### config.mk
export PLATFORM = sky130hd
export DESIGN_NAME = sli_ctrl
export DESIGN_NICKNAME = d
export VERILOG_FILES = /design/src/hw/rtl/sli_pkg.sv /design/src/hw/rtl/sli_ctrl.sv
export SDC_FILE = /design/constraint.sdc
export NUM_CORES = 1
export LEC_CHECK = 0
export ABC_AREA = 1
export BUFFER_PORTS_ARGS = -buffer_cell sky130_fd_sc_hd__buf_2
export CORE_AREA = 2 2 39 41
export CTS_CLUSTER_DIAMETER = 60
export DETAILED_ROUTE_END_ITERATION = 8
export DIE_AREA = 0 0 41 43
export HOLD_SLACK_MARGIN = 0.12
export PLACE_DENSITY_LB_ADDON = 0.2
export SETUP_SLACK_MARGIN = 0.02
export SLEW_MARGIN = 20
export SYNTH_ARGS = -nofsm -noshare
export SYNTH_HDL_FRONTEND = slang
export SYNTH_SLANG_ARGS = --single-unit
### constraint.sdc
create_clock -name clock -period 2 [get_ports clock]
set_input_delay 0.1 -clock clock [delete_from_list [all_inputs] [get_ports clock]]
set_output_delay 0.1 -clock clock [all_outputs]
set_load 0.05 [all_outputs]
### src/hw/rtl/sli_pkg.sv
// Shared types and codes for the sequential list block.
`timescale 1ns / 1ps

package sli_pkg;

   // Request command codes.
   localparam logic [1:0] CMD_INSERT = 2'd0;
   localparam logic [1:0] CMD_REMOVE = 2'd1;
   localparam logic [1:0] CMD_GET    = 2'd2;

   // Response status codes.
   localparam logic [1:0] ST_OK     = 2'd0;
   localparam logic [1:0] ST_BADPOS = 2'd1;
   localparam logic [1:0] ST_FULL   = 2'd2;
   localparam logic [1:0] ST_EMPTY  = 2'd3;

   typedef struct packed {
      logic [1:0]         cmd;
      logic [6:0]         position;
      logic signed [31:0] value;
   } sli_req_type;

   typedef struct packed {
      logic [1:0]         status;
      logic signed [31:0] value_out;
      logic [6:0]         length_out;
   } sli_rsp_type;

   typedef enum logic {
      S_IDLE,
      S_EXEC
   } sli_state_type;

   typedef enum logic [1:0] {
      OP_NONE,
      OP_INSERT,
      OP_REMOVE,
      OP_GET
   } sli_op_type;

   // Controller to datapath.
   typedef struct packed {
      logic       load_req;
      logic       load_rsp;
      sli_op_type op;
      logic [1:0] status;
   } sli_cmd_type;

   // Datapath to controller: decoded checks on the captured request.
   typedef struct packed {
      logic [1:0] cmd;
      logic       ins_bad;
      logic       full;
      logic       empty;
      logic       acc_bad;
   } sli_status_type;

endpackage

### src/hw/rtl/sli_ctrl.sv
// Controller state machine for the sequential list block.
`timescale 1ns / 1ps

module sli_ctrl
   import sli_pkg::*;
(
   input  logic           clock,
   input  logic           reset,
   input  logic           req_valid,
   output logic           req_ready,
   output logic           rsp_valid,
   input  logic           rsp_ready,
   input  sli_status_type dp_status,
   output sli_cmd_type    dp_cmd
);

   sli_state_type state_ff, state_in;
   logic          rsp_valid_ff, rsp_valid_in;
   logic          out_free;

   assign out_free  = !rsp_valid_ff || rsp_ready;
   assign rsp_valid = rsp_valid_ff;

   always_comb begin
      state_in = state_ff;
      unique case (state_ff)
         S_IDLE: begin
            if (req_valid) begin
               state_in = S_EXEC;
            end
         end
         S_EXEC: begin
            if (out_free) begin
               state_in = S_IDLE;
            end
         end
         default: state_in = S_IDLE;
      endcase
   end

   always_comb begin
      req_ready       = 1'b0;
      dp_cmd.load_req = 1'b0;
      dp_cmd.load_rsp = 1'b0;
      dp_cmd.op       = OP_NONE;
      dp_cmd.status   = ST_BADPOS;
      unique case (state_ff)
         S_IDLE: begin
            req_ready       = 1'b1;
            dp_cmd.load_req = req_valid;
         end
         S_EXEC: begin
            dp_cmd.load_rsp = out_free;
            unique case (dp_status.cmd)
               CMD_INSERT: begin
                  if (dp_status.ins_bad) begin
                     dp_cmd.status = ST_BADPOS;
                  end else if (dp_status.full) begin
                     dp_cmd.status = ST_FULL;
                  end else begin
                     dp_cmd.status = ST_OK;
                     dp_cmd.op     = OP_INSERT;
                  end
               end
               CMD_REMOVE: begin
                  if (dp_status.empty) begin
                     dp_cmd.status = ST_EMPTY;
                  end else if (dp_status.acc_bad) begin
                     dp_cmd.status = ST_BADPOS;
                  end else begin
                     dp_cmd.status = ST_OK;
                     dp_cmd.op     = OP_REMOVE;
                  end
               end
               CMD_GET: begin
                  if (!dp_status.acc_bad) begin
                     dp_cmd.status = ST_OK;
                     dp_cmd.op     = OP_GET;
                  end
               end
               default: begin
                  dp_cmd.status = ST_BADPOS;
               end
            endcase
         end
         default: begin
         end
      endcase
   end

   always_comb begin
      if (dp_cmd.load_rsp) begin
         rsp_valid_in = 1'b1;
      end else if (rsp_ready) begin
         rsp_valid_in = 1'b0;
      end else begin
         rsp_valid_in = rsp_valid_ff;
      end
   end

   always_ff @(posedge clock) begin
      if (reset) begin
         state_ff     <= S_IDLE;
         rsp_valid_ff <= 1'b0;
      end else begin
         state_ff     <= state_in;
         rsp_valid_ff <= rsp_valid_in;
      end
   end

endmodule

==> flow_summary.json <==
{
  "status": "finished clean",
  "vias": 274,
  "fp-row-count": 14,
  "fmax_mhz": 812,
  "crit_path_end": "dp_cmd[4]",
  "regArea_sq_um": 40.0,
  "power_density_nw_per_um2": 668,
  "synth-seq-cells": 2,
  "cap_violations": 0,
  "initial_core_util": 0.134,
  "syn_area_per_cell_sq_um": 5.29,
  "dp.cells": 67,
  "synth-edff-count": 0,
  "io_buffers": 17,
  "cts_tree": "built",
  "setup_tns_ns": 0,
  "critPathKind": "flop to output pin",
  "post_dp_cell_area_sq_um": 283,
  "worst_pin_slew_ns": 0.251,
  "cts.sinks": 2,
  "netlist_top_cells_area": "dfxtp_1 22%, a21oi_1 16%, nand2_1 14%",
  "cts_buffers": 3,
  "synth.largest_area_cell": "dfxtp_1",
  "worstPathMaxFanout": 7,
  "syn_area_sq_um": 185,
  "clockBufferDepth": 2,
  "drt_iter0_markers": 3,
  "multi_input_area_sq_um": 108,
  "drive_gt1_frac": 0.418,
  "n_antenna_cell": 0,
  "synthFlopType": "dfxtp_1",
  "ant_nets": 0,
  "grt_overflow": 0,
  "cp.required_ns": 1.90,
  "yosys_warnings": 0,
  "endpoint_kind": "output pin",
  "synth_top_area_frac": 0.216,
  "post-route-cell-area_sq_um": 315,
  "grt_max_degree": 8,
  "fin_crit_ns": 1.23,
  "root_buffer": "clkbuf_4",
  "clk_pin_slew_ns": 0.03,
  "fillCellCount": 168,
  "h-tree-depth": 1,
  "synth_nets": 45,
  "rsz0062_at_grt": "no",
  "start_kind": "flop",
  "drt-total-wl_um": 522,
  "layout.nets": 67,
  "die-area_sq_um": 1760,
  "core-area_sq_um": 1380,
  "io-pin-count": 18,
  "die_y_um": 43,
  "track_usage": 0.0762,
  "routedWlPerCell_um": 7.35,
  "skew_ns": 0.00138,
  "rrSetupSlack_ns": 1.22,
  "grt_pass1_wl_um": 841,
  "dpl.hpwl_um": 423,
  "crit_arrival_ns": 1.13,
  "grt_pass1_vias": 242,
  "worst_r2r_endpoint": "state_ff",
  "first_pass_iters": 2,
  "post-place-ws_ns": 0.988,
  "hold_path.class": "input port to flop",
  "finalHoldViolations": 0,
  "slew_headroom": 0.834,
  "yosysUniqueCellTypes": 10,
  "avgViaCountPerCell": 3.86,
  "cts_resized": 0,
  "synthTopCellsByCount": "7 x nand2_1, 6 x a21oi_1, 6 x inv_1, 6 x nor2_1, 3 x nand3_1",
  "yosysSeqAreaShare": 0.216,
  "fin_crit_sh": 0.616,
  "clock_latency_ns": 0.22,
  "peakVddDrop_uv": 272,
  "place_congestion": 0.562,
  "async_flop_share": 0,
  "p_leak_nw": 0.181,
  "drc": 0,
  "syn_inst": 35,
  "antenna_found_initial": 0,
  "drv_slew": 0,
  "setup_ws_ns": 0.769,
  "yosys.cell_count.top_type": "nand2_1",
  "area_growth_pct": 70.3,
  "finalNonFillerCells": 71,
  "ff2ff_path_depth": 3,
  "timing.rr.start": "state_ff",
  "setup_viol_count_final": 0,
  "startpoint": "state_ff",
  "die_w_um": 41
}
[worst min-delay path by stage]
| stage | depth (start not counted) | slack [ns] | startpoint | to |
|---|---|---|---|---|
| detailed placement | 2 | 0.27 | reset | rsp_valid |
| finish | 4 | 0.14 | rsp_ready | rsp_valid |
| global route | 3 | 0.15 | req_valid | state_ff |
| global placement | 2 | 0.27 | reset | rsp_valid |
| CTS | 4 | 0.13 | rsp_ready | rsp_valid |
| floorplan | 1 | 0.17 | reset | rsp_valid |
[placed cells by master, fill, tap and decap left out, drive strengths merged]
master / instances
clkbuf: 3
o21bai: 1
nand2: 7
a21oi: 6
nand3: 3
dlygate4sd3: 1
nor2: 7
buf: 17
dfxtp: 2
inv: 8
[critical path, stage by stage, from the launching register on]
cell	delay (ns)
dfxtp_1	0.36
inv_2	0.09
a21oi_1	0.17
buf_2	0.29
[what timing repair did]
item                      4_1_cts  5_1_grt
hold endpoints to repair        1        0
hold buffers                    1        0
buffers inserted                0        0
[metal layers]
metal / wire [um] / global-route usage / vias to the layer above
li1: - / - / 147
met1: 206 / 0.0639 / 112
met2: 240 / 0.119 / 15
met3: 75 / 0.0471 / 0
met4: 0 / 0.0600 / 0
met5: 0 / 0 / -
[state kept, by name, summed over array words and instances, names as in the netlist]
register / flops
rsp_valid: 1
state_ff: 1
[per-stage QoR]
stage / hold WS (ns) / utilization / total power [W]
2_1_floorplan: 0.169 / - / 0.000102
3_3_place_gp: 0.274 / 0.204 / 0.000124
3_5_place_dp: 0.271 / 0.204 / 0.000123
4_1_cts: 0.127 / 0.228 / 0.000218
5_1_grt: 0.147 / 0.228 / 0.000228
6_report: 0.135 / 0.228 / 0.000211
[power breakdown]
group	total [W]	leakage [nW]	internal (W)	switching [W]
clock network	0.0000870	0.0138	0.0000660	0.0000210
logic	0.0000775	0.151	0.0000220	0.0000556
registers	0.0000460	0.0166	0.0000434	0.00000262
total	0.000211	0.181	0.000131	0.0000792
[area by class of cell]
cell class | count | share of cell area
Clock buffer | 3 | 0.0714
Tap cell | 16 | 0.0635
Timing Repair Buffer | 18 | 0.302
Multi-Input combinational cell | 24 | 0.341
Sequential cell | 2 | 0.127
Inverter | 8 | 0.0952
[cell families after synthesis]
kind of cell           count (synthesis)  share of synthesized area
AND/OR/NAND/NOR                       17                      0.378
buffers and inverters                  9                      0.203
AO/OA/AOI/OAI                          7                      0.203
flip-flops                             2                      0.216
Note: power is estimated with default switching activity, not from simulation.
